[src/rtl/core/oeh_pkg.sv]
// Package for the Euler / Heun ODE integrator core.
// Holds parameter defaults, configuration register indexes and the divider status type.
// No dependencies.
`default_nettype none

package oeh_pkg;

  localparam int MAX_STEPS_DEF = 128;
  localparam int FRAC_BITS_DEF = 24;

  // configuration port
  localparam int CFG_IDX_W  = 1;
  localparam int CFG_DATA_W = 1;
  localparam logic [CFG_IDX_W-1:0] CFG_EQUATION = 1'b0;
  localparam logic [CFG_IDX_W-1:0] CFG_METHOD   = 1'b1;

  // step divider: one quotient bit per cycle
  localparam int DIV_BITS = 32;
  localparam int DIV_CNT_W = $clog2(DIV_BITS);

  typedef struct packed {
    logic busy;
    logic done;
  } div_stat_t;

endpackage

`default_nettype wire

[src/rtl/core/oeh_div.sv]
// Restoring divider for the step size: 32-bit unsigned dividend by an 8-bit divisor.
// One quotient bit per cycle, quotient valid when the done strobe is high.
// Depends on oeh_pkg.
`default_nettype none

module oeh_div (
  input  wire logic               clk,
  input  wire logic               rst_n,
  input  wire logic               start,
  input  wire logic [31:0]        dividend,
  input  wire logic [7:0]         divisor,
  output oeh_pkg::div_stat_t      div_stat,
  output logic [31:0]             quotient
);
  import oeh_pkg::*;

  logic                 busy_r, busy_nxt;
  logic                 done_r, done_nxt;
  logic [DIV_CNT_W-1:0] cnt_r, cnt_nxt;
  logic [31:0]          quo_r, quo_nxt;
  logic [7:0]           rem_r, rem_nxt;
  logic [7:0]           dvs_r, dvs_nxt;
  logic [8:0]           trial;

  always_comb begin
    busy_nxt = busy_r;
    done_nxt = 1'b0;
    cnt_nxt  = cnt_r;
    quo_nxt  = quo_r;
    rem_nxt  = rem_r;
    dvs_nxt  = dvs_r;
    trial    = {rem_r, quo_r[31]};
    if (start) begin
      busy_nxt = 1'b1;
      cnt_nxt  = '0;
      quo_nxt  = dividend;
      rem_nxt  = '0;
      dvs_nxt  = divisor;
    end else if (busy_r) begin
      // shift in the next dividend bit, subtract where it fits
      if (trial >= {1'b0, dvs_r}) begin
        rem_nxt = 8'(trial - {1'b0, dvs_r});
        quo_nxt = {quo_r[30:0], 1'b1};
      end else begin
        rem_nxt = trial[7:0];
        quo_nxt = {quo_r[30:0], 1'b0};
      end
      cnt_nxt = DIV_CNT_W'(cnt_r + 1'b1);
      if (cnt_r == DIV_CNT_W'(DIV_BITS - 1)) begin
        busy_nxt = 1'b0;
        done_nxt = 1'b1;
      end
    end
  end

  always_ff @(posedge clk) begin
    if (!rst_n) begin
      busy_r <= 1'b0;
      done_r <= 1'b0;
      cnt_r  <= '0;
    end else begin
      busy_r <= busy_nxt;
      done_r <= done_nxt;
      cnt_r  <= cnt_nxt;
    end
  end

  always_ff @(posedge clk) begin
    quo_r <= quo_nxt;
    rem_r <= rem_nxt;
    dvs_r <= dvs_nxt;
  end

  assign div_stat.busy = busy_r;
  assign div_stat.done = done_r;
  assign quotient      = quo_r;

endmodule

`default_nettype wire

[src/rtl/core/ode_euler_heun_integrator_core.sv]
// Euler / Heun integrator for dy/dx = 2xy or x^2+y^2 in signed fixed point.
// The step divider runs first, then n steps on one shared 32x32 multiplier; x^2+y^2
// adds a sum state to each slope, and Heun evaluates the slope twice per step.
// The result strobe is high in the cycle after the last step.
// One item at a time: busy is high from the accepting edge to the result edge.
// Reset (synchronous, active low) returns the sequencer to idle and clears both configuration registers to 0.
`default_nettype none

module ode_euler_heun_integrator_core #(
  parameter int MAX_STEPS = oeh_pkg::MAX_STEPS_DEF,
  parameter int FRAC_BITS = oeh_pkg::FRAC_BITS_DEF
) (
  input  wire logic                           clk,
  input  wire logic                           rst_n,
  input  wire logic                           start,
  output logic                                busy,
  input  wire logic signed [31:0]             in_target_x,
  input  wire logic [7:0]                     in_num_steps,
  output logic                                out_valid,
  output logic signed [31:0]                  out_y_value,
  output logic                                out_overflow,
  input  wire logic                           cfg_we,
  input  wire logic [oeh_pkg::CFG_IDX_W-1:0]  cfg_index,
  input  wire logic [oeh_pkg::CFG_DATA_W-1:0] cfg_wdata
);
  import oeh_pkg::*;

  localparam int NW = $clog2(MAX_STEPS + 1);
  localparam logic signed [31:0] Y0_HALF = 32'sd1 <<< (FRAC_BITS - 1);
  localparam logic signed [31:0] Y0_ONE  = 32'sd1 <<< FRAC_BITS;
  localparam logic signed [63:0] HALF_XY = 64'sd1 <<< (FRAC_BITS - 2);
  localparam logic signed [63:0] HALF_Q  = 64'sd1 <<< (FRAC_BITS - 1);

  typedef enum logic [10:0] {
    S_IDLE = 11'b000_0000_0001,
    S_DIV  = 11'b000_0000_0010,
    S_MX   = 11'b000_0000_0100,
    S_WX   = 11'b000_0000_1000,
    S_SA   = 11'b000_0001_0000,
    S_SB   = 11'b000_0010_0000,
    S_SC   = 11'b000_0100_0000,
    S_K    = 11'b000_1000_0000,
    S_WK   = 11'b001_0000_0000,
    S_MID  = 11'b010_0000_0000,
    S_UPD  = 11'b100_0000_0000
  } state_t;

  typedef enum logic [1:0] {
    SH_NONE = 2'd0,
    SH_XY   = 2'd1,
    SH_Q    = 2'd2
  } shift_t;

  // saturate to 32 bits; bit 32 of the result flags saturation
  function automatic logic [32:0] sat64(input logic signed [63:0] v);
    logic [32:0] r;
    if (v > 64'sd2147483647) begin
      r = {1'b1, 32'h7FFF_FFFF};
    end else if (v < -64'sd2147483648) begin
      r = {1'b1, 32'h8000_0000};
    end else begin
      r = {1'b0, v[31:0]};
    end
    return r;
  endfunction

  function automatic logic [32:0] sat_add(input logic signed [31:0] a,
                                          input logic signed [31:0] b);
    return sat64(64'(a) + 64'(b));
  endfunction

  state_t                state_r, state_nxt;
  logic                  equation_r, method_r;
  logic signed [31:0]    h_r, h_nxt;
  logic signed [31:0]    y_r, y_nxt;
  logic signed [31:0]    sx_r, sx_nxt;
  logic signed [31:0]    sy_r, sy_nxt;
  logic signed [31:0]    slope_r, slope_nxt;
  logic signed [31:0]    xx_r, xx_nxt;
  logic signed [31:0]    k1_r, k1_nxt;
  logic signed [31:0]    k2_r, k2_nxt;
  logic signed [63:0]    prod_r;
  logic [NW-1:0]         i_r, i_nxt;
  logic [NW-1:0]         n_r, n_nxt;
  logic                  ovf_r, ovf_nxt;
  logic                  phase_r, phase_nxt;
  logic                  out_valid_r, out_valid_nxt;
  logic signed [31:0]    out_y_r, out_y_nxt;
  logic                  out_ovf_r, out_ovf_nxt;

  logic signed [31:0]    mul_a, mul_b;
  shift_t                sh_sel;
  logic signed [63:0]    rnd;
  logic [32:0]           post;
  logic [32:0]           t_a, t_b;
  logic [31:0]           nsel;
  logic [31:0]           mag;
  logic                  div_start;
  div_stat_t             div_stat;
  logic [31:0]           div_quo;
  logic                  last_step;

  assign busy = (state_r != S_IDLE);

  // clamp the step count and take the magnitude of the target
  always_comb begin
    nsel = (in_num_steps == 8'd0) ? 32'd1 : 32'(in_num_steps);
    if (nsel > 32'(MAX_STEPS)) begin
      nsel = 32'(MAX_STEPS);
    end
    mag = in_target_x[31] ? 32'(32'd0 - in_target_x) : in_target_x;
  end

  oeh_div u_div (
    .clk      (clk),
    .rst_n    (rst_n),
    .start    (div_start),
    .dividend (mag),
    .divisor  (8'(nsel)),
    .div_stat (div_stat),
    .quotient (div_quo)
  );

  // shared multiplier operands and the scaling of its registered product
  always_comb begin
    mul_a  = '0;
    mul_b  = '0;
    sh_sel = SH_NONE;
    unique case (state_r)
      S_MX: begin
        mul_a = $signed(32'(i_r));
        mul_b = h_r;
      end
      S_SA: begin
        mul_a = sx_r;
        mul_b = equation_r ? sx_r : sy_r;
      end
      S_SB: begin
        mul_a  = sy_r;
        mul_b  = sy_r;
        sh_sel = equation_r ? SH_Q : SH_XY;
      end
      S_K: begin
        mul_a = h_r;
        mul_b = slope_r;
      end
      S_SC, S_WK: sh_sel = SH_Q;
      default: sh_sel = SH_NONE;
    endcase
  end

  always_comb begin
    case (sh_sel)
      SH_XY:   rnd = (prod_r + HALF_XY) >>> (FRAC_BITS - 1);
      SH_Q:    rnd = (prod_r + HALF_Q) >>> FRAC_BITS;
      default: rnd = prod_r;
    endcase
    post = sat64(rnd);
  end

  assign last_step = (NW'(i_r + 1'b1) == n_r);

  always_comb begin
    state_nxt     = state_r;
    h_nxt         = h_r;
    y_nxt         = y_r;
    sx_nxt        = sx_r;
    sy_nxt        = sy_r;
    slope_nxt     = slope_r;
    xx_nxt        = xx_r;
    k1_nxt        = k1_r;
    k2_nxt        = k2_r;
    i_nxt         = i_r;
    n_nxt         = n_r;
    ovf_nxt       = ovf_r;
    phase_nxt     = phase_r;
    out_valid_nxt = 1'b0;
    out_y_nxt     = out_y_r;
    out_ovf_nxt   = out_ovf_r;
    div_start     = 1'b0;
    t_a           = '0;
    t_b           = '0;
    unique case (state_r)
      S_IDLE: begin
        if (start) begin
          div_start = 1'b1;
          n_nxt     = NW'(nsel);
          ovf_nxt   = 1'b0;
          state_nxt = S_DIV;
        end
      end
      S_DIV: begin
        if (div_stat.done) begin
          t_a       = sat64($signed({32'd0, div_quo}));
          h_nxt     = t_a[31:0];
          ovf_nxt   = ovf_r | t_a[32];
          y_nxt     = equation_r ? Y0_ONE : Y0_HALF;
          i_nxt     = '0;
          phase_nxt = 1'b0;
          state_nxt = S_MX;
        end
      end
      S_MX: state_nxt = S_WX;
      S_WX: begin
        sx_nxt    = post[31:0];
        sy_nxt    = y_r;
        ovf_nxt   = ovf_r | post[32];
        state_nxt = S_SA;
      end
      S_SA: state_nxt = S_SB;
      S_SB: begin
        ovf_nxt = ovf_r | post[32];
        if (equation_r) begin
          xx_nxt    = post[31:0];
          state_nxt = S_SC;
        end else begin
          slope_nxt = post[31:0];
          state_nxt = S_K;
        end
      end
      S_SC: begin
        t_a       = sat_add(xx_r, post[31:0]);
        slope_nxt = t_a[31:0];
        ovf_nxt   = ovf_r | post[32] | t_a[32];
        state_nxt = S_K;
      end
      S_K: state_nxt = S_WK;
      S_WK: begin
        ovf_nxt = ovf_r | post[32];
        if (phase_r) begin
          k2_nxt    = post[31:0];
          state_nxt = S_UPD;
        end else begin
          k1_nxt    = post[31:0];
          state_nxt = method_r ? S_MID : S_UPD;
        end
      end
      S_MID: begin
        // corrector point: x + h, y + k1
        t_a       = sat_add(sx_r, h_r);
        t_b       = sat_add(sy_r, k1_r);
        sx_nxt    = t_a[31:0];
        sy_nxt    = t_b[31:0];
        ovf_nxt   = ovf_r | t_a[32] | t_b[32];
        phase_nxt = 1'b1;
        state_nxt = S_SA;
      end
      S_UPD: begin
        if (method_r) begin
          t_a = sat64(64'(y_r) + ((64'(k1_r) + 64'(k2_r) + 64'sd1) >>> 1));
        end else begin
          t_a = sat_add(y_r, k1_r);
        end
        y_nxt     = t_a[31:0];
        ovf_nxt   = ovf_r | t_a[32];
        phase_nxt = 1'b0;
        if (last_step) begin
          out_valid_nxt = 1'b1;
          out_y_nxt     = t_a[31:0];
          out_ovf_nxt   = ovf_r | t_a[32];
          state_nxt     = S_IDLE;
        end else begin
          i_nxt     = NW'(i_r + 1'b1);
          state_nxt = S_MX;
        end
      end
      default: state_nxt = S_IDLE;
    endcase
  end

  always_ff @(posedge clk) begin
    if (!rst_n) begin
      state_r     <= S_IDLE;
      out_valid_r <= 1'b0;
      i_r         <= '0;
      n_r         <= '0;
      phase_r     <= 1'b0;
      ovf_r       <= 1'b0;
    end else begin
      state_r     <= state_nxt;
      out_valid_r <= out_valid_nxt;
      i_r         <= i_nxt;
      n_r         <= n_nxt;
      phase_r     <= phase_nxt;
      ovf_r       <= ovf_nxt;
    end
  end

  always_ff @(posedge clk) begin
    prod_r    <= mul_a * mul_b;
    h_r       <= h_nxt;
    y_r       <= y_nxt;
    sx_r      <= sx_nxt;
    sy_r      <= sy_nxt;
    slope_r   <= slope_nxt;
    xx_r      <= xx_nxt;
    k1_r      <= k1_nxt;
    k2_r      <= k2_nxt;
    out_y_r   <= out_y_nxt;
    out_ovf_r <= out_ovf_nxt;
  end

  // configuration registers: bit 0 of the write data is kept
  always_ff @(posedge clk) begin
    if (!rst_n) begin
      equation_r <= 1'b0;
      method_r   <= 1'b0;
    end else if (cfg_we) begin
      unique case (cfg_index)
        CFG_EQUATION: equation_r <= cfg_wdata[0];
        CFG_METHOD:   method_r   <= cfg_wdata[0];
        default:      ;
      endcase
    end
  end

  assign out_valid    = out_valid_r;
  assign out_y_value  = out_y_r;
  assign out_overflow = out_ovf_r;

  a_start_div: assert property (@(posedge clk) disable iff (!rst_n)
    (start && !busy) |=> (state_r == S_DIV && div_stat.busy))
    else $error("accepted item did not start the step divider");

  a_div_owner: assert property (@(posedge clk) disable iff (!rst_n)
    (div_stat.busy || div_stat.done) |-> state_r == S_DIV)
    else $error("divider active outside the divide state");

  a_result_src: assert property (@(posedge clk) disable iff (!rst_n)
    out_valid |-> $past(state_r == S_UPD))
    else $error("result strobe not preceded by a final update");

  a_step_range: assert property (@(posedge clk) disable iff (!rst_n)
    (state_r != S_IDLE && state_r != S_DIV) |-> (i_r < n_r))
    else $error("step index beyond step count");

endmodule

`default_nettype wire

[config.mk]
export PLATFORM = sky130hd
export DESIGN_NAME = ode_euler_heun_integrator_core
export DESIGN_NICKNAME = d
export VERILOG_FILES = /design/src/rtl/core/oeh_pkg.sv /design/src/rtl/core/oeh_div.sv /design/src/rtl/core/ode_euler_heun_integrator_core.sv
export SDC_FILE = /design/constraint.sdc
export NUM_CORES = 2
export LEC_CHECK = 0
export ABC_AREA = 1
export BUFFER_PORTS_ARGS = -buffer_cell sky130_fd_sc_hd__buf_2
export CORE_MARGIN = 8
export CORE_UTILIZATION = 60
export DETAILED_ROUTE_END_ITERATION = 8
export PLACE_DENSITY_LB_ADDON = 0.12
export SLEW_MARGIN = 30
export SYNTH_ARGS = -nofsm -noshare
export SYNTH_HDL_FRONTEND = slang
export SYNTH_SLANG_ARGS = --single-unit
[constraint.sdc]
create_clock -name clk -period 8.3 [get_ports clk]
set_clock_uncertainty 0.15 [all_clocks]
set_input_delay 1.66 -clock clk [delete_from_list [all_inputs] [get_ports clk]]
set_output_delay 1.66 -clock clk [all_outputs]
set_load 0.01 [all_outputs]
==> impl_metrics.csv <==
group,metric,value,unit
power_and_ir_drop,power.leakage,37.8,nW
layout,top_register,"prod_r",
yosys,netlist_area,0.0674,mm^2
critical_path,crit_start,"state_r[0]",
layout,fin_util,73.4,%
floorplanning,io_pins,81,
power_and_ir_drop,irDropWorstVdd,0.218,mV
yosys,async_flop_share,0,%
power_and_ir_drop,design_power_total,6.08,mW
timing,period_share,107,%
critical_path,worstPathArrival,9.23,ns
critical_path,rr_endpoint,"prod_r[56]",
floorplanning,coreArea,0.112,mm^2
grt,antenna_found_initial,11,
run,cap_violations,0,
routing,drt_wl_total,255,mm
layout,drive_above_1_share,19.1,%
clock_tree,clkSinkCount,440,
min_path,hold_end,"u_div.rem_r[4]",
yosys,ys.warnings.count,0,
grt,track_usage,40.6,%
timing,setup_viol,35,
grt,grt_max_degree,65,
clock_tree,htreeDepth,2,
timing,min_period,8.86,ns
yosys,synth.distinct_cells,65,
yosys,avgSynthCellArea,8.19,um^2
layout,largest_register_ffs,64,
timing,hold_ws,0.334,ns
timing,rsz0062_at_grt,"true",
clock_tree,cts-root-buf,"clkbuf_16",
routing,wire_per_inst,24.0,um
routing,drcViolationCount,0,
grt,grt_pass1_wl,376,mm
min_path,hp-start,"u_div.rem_r[4]",
critical_path,r2r_start,"state_r[0]",
yosys,synth_flop_cell,"edfxtp_1",
min_path,holdPathStages,2,
min_path,min_path_type,"flip-flop to flip-flop",
yosys,synth_enable_flop_cells,329,
timing,fmax,0.113,GHz
critical_path,max_stage_delay,0.58,ns
timing,report.final.hold_viol_count,0,
floorplanning,rows,123,
place,io_buffer_count,80,
critical_path,rrSetupSlack,-0.56,ns
run_status,status,"finished, violations left",
floorplanning,dieArea,0.123,mm^2
timing,maxSlewViolCount,0,
layout,area.growth.synth_to_final,21.9,%
clock_tree,clkSlewWorstSetupHoldPaths,0.07,ns
grt,grt_pass1_vias,62768,
floorplanning,dieWidth,351,um
grt,gr-total-overflow,0,
power_and_ir_drop,powerDensity,73.9,mW/mm^2
critical_path,critical_path_class,"flip-flop to flip-flop",
critical_path,cp.required,8.66,ns
clock_tree,cts_tree,"built",
yosys,synthTopCellsByArea,"fa_1 32%, edfxtp_1 15%, nand2_1 10%",
routing,postRouteAntennaNets,0,
yosys,synth_seq_cells,440,
timing,slew_headroom,29.9,%
clock_tree,clock_latency,0.64,ns
critical_path,worstSetupEndpointType,"flip-flop",
routing,drt_first_iter_violations,7421,
routing,first_pass_iters,9,
yosys,synth.largest_area_cell,"fa_1",
yosys,synthCells,8233,
run_status,violations,"negative setup slack",
timing,tns,-10.21,ns
routing,vias_per_cell,5.88,
critical_path,startpoint_type,"flip-flop",
clock_tree,cts_hold_buf,0,
yosys,synth.top_cell.area_share,32.4,%
routing,dr_total_vias,62562,
critical_path,crit_slowest_cell,"a21oi_2",
place,place_congestion,1.09,
floorplanning,dieHeight,351,um
critical_path,reg2regPathDepth,39,
clock_tree,cts_buffers,46,
timing,worstMarginPinSlew,1.04,ns
yosys,seq_area_frac_synth,17.9,%
yosys,synth_nets,9758,
place,place_hpwl,205,mm
critical_path,path_max_fanout,7,
layout,final_nets,10616,
timing,setup_slack,-0.564,ns
clock_tree,clockBufferDepth,3,
floorplanning,start_util,60.2,%
critical_path,cp_common_cell,"fa_1",
[final cells by class]
class	count	area [um^2]
tap	1500	1880
fill	8334	29800
inverter	1602	6130
sequential	440	12100
clock inverter	31	360
antenna	4	10.0
timing repair buffer	1078	10100
multi-input combinational	5923	50400
clock buffer	55	1260
[power breakdown]
group          internal (mW)  leakage [nW]  switching, mW  total (mW)
clock network           1.26         0.790           1.01        2.26
logic                  0.420          33.1          0.793        1.21
registers               2.52          3.92         0.0755        2.60
[logic make-up (layout without fill, tap and decap cells)]
group / after synthesis / count (layout) / synth area share (%)
buf+inv: 1870 / 2766 / 10.6
xor+xnor: 308 / 308 / 4.00
simple gates: 3017 / 3017 / 18.2
fa+ha+maj: 1479 / 1479 / 39.6
flops: 440 / 440 / 17.9
other cells: 1 / 5 / 0.00556
compound gates: 1118 / 1118 / 9.73
[layer usage]
layer / wire length (um) / part of all wire [%] / global-route usage [%]
met1: 94900 / 37 / 55.5
met2: 107000 / 42 / 59.9
met5: 22 / 0.0086 / 0
met4: 16900 / 6.6 / 19.7
met3: 35700 / 14 / 11.1
[through the flow]
| step | cells | area (um^2) | setup slack (ns) |
|---|---|---|---|
| 2_1_floorplan | 8233 | 67500 | 0.00470 |
| 3_3_place_gp | 10377 | 76200 | -1.00 |
| 3_5_place_dp | 10378 | 76300 | -1.04 |
| 4_1_cts | 10564 | 80700 | -0.325 |
| 5_1_grt | 10629 | 82200 | -0.863 |
| 6_report | 10633 | 82200 | -0.564 |
[cell usage in the layout (no fill, tap or decap), types with 55 or more instances in the layout]
cell,n
nand2_1,1799
inv_1,1505
fa_1,1035
buf_4,791
nor2_1,643
a21oi_1,460
ha_1,354
edfxtp_1,329
o21ai_0,226
nand3_1,199
xor2_1,180
buf_12,127
xnor2_1,112
dfxtp_1,105
buf_2,80
inv_2,59
a21oi_2,58
nor2_2,58
nand2_2,57
nand4_1,57
clkbuf_16,56
fa_2,55
[how the worst max path moves through the flow]
stage / cells past startpoint / slack [ns] / to
floorplan: 37 / 0.005 / prod_r[60]
global placement: 40 / -1.00 / prod_r[61]
detailed placement: 40 / -1.04 / prod_r[61]
CTS: 40 / -0.32 / prod_r[58]
global route: 40 / -0.86 / prod_r[58]
finish: 39 / -0.56 / prod_r[56]
[timing repair]
item                       CTS  global route
resized for setup          416           221
pin swaps                  139            96
setup endpoints to repair   49            48
hold endpoints to repair     0             0
cloned                       8             8
setup buffers               95            60
[worst max-delay path, delay by kind of cell (launching register included)]
family,cells,cell delay [ns]
simple gates,7,0.57
buf+inv,14,1.62
fa+ha+maj,9,4.18
compound gates,8,1.73
flops,1,0.33
xor+xnor,1,0.17
[synth_stat cells (20+ instances only)]
| cell type | number |
|---|---|
| nor4_1 | 26 |
| dfxtp_1 | 111 |
| xor2_1 | 187 |
| xnor2_1 | 121 |
| clkinv_1 | 23 |
| buf_1 | 20 |
| nor2_1 | 700 |
| a21o_1 | 21 |
| nand2_1 | 1844 |
| fa_1 | 1090 |
| nand3_1 | 211 |
| buf_2 | 37 |
| nor2_2 | 21 |
| or2_2 | 43 |
| nor3_1 | 60 |
| nand4_1 | 57 |
| edfxtp_1 | 329 |
| clkbuf_1 | 204 |
| a31oi_1 | 60 |
| ha_1 | 389 |
| a21oi_1 | 536 |
| o21ai_0 | 263 |
| a211oi_1 | 22 |
| o22a_1 | 28 |
| inv_1 | 1560 |
No activity file was read; power rests on OpenSTA's default activity.
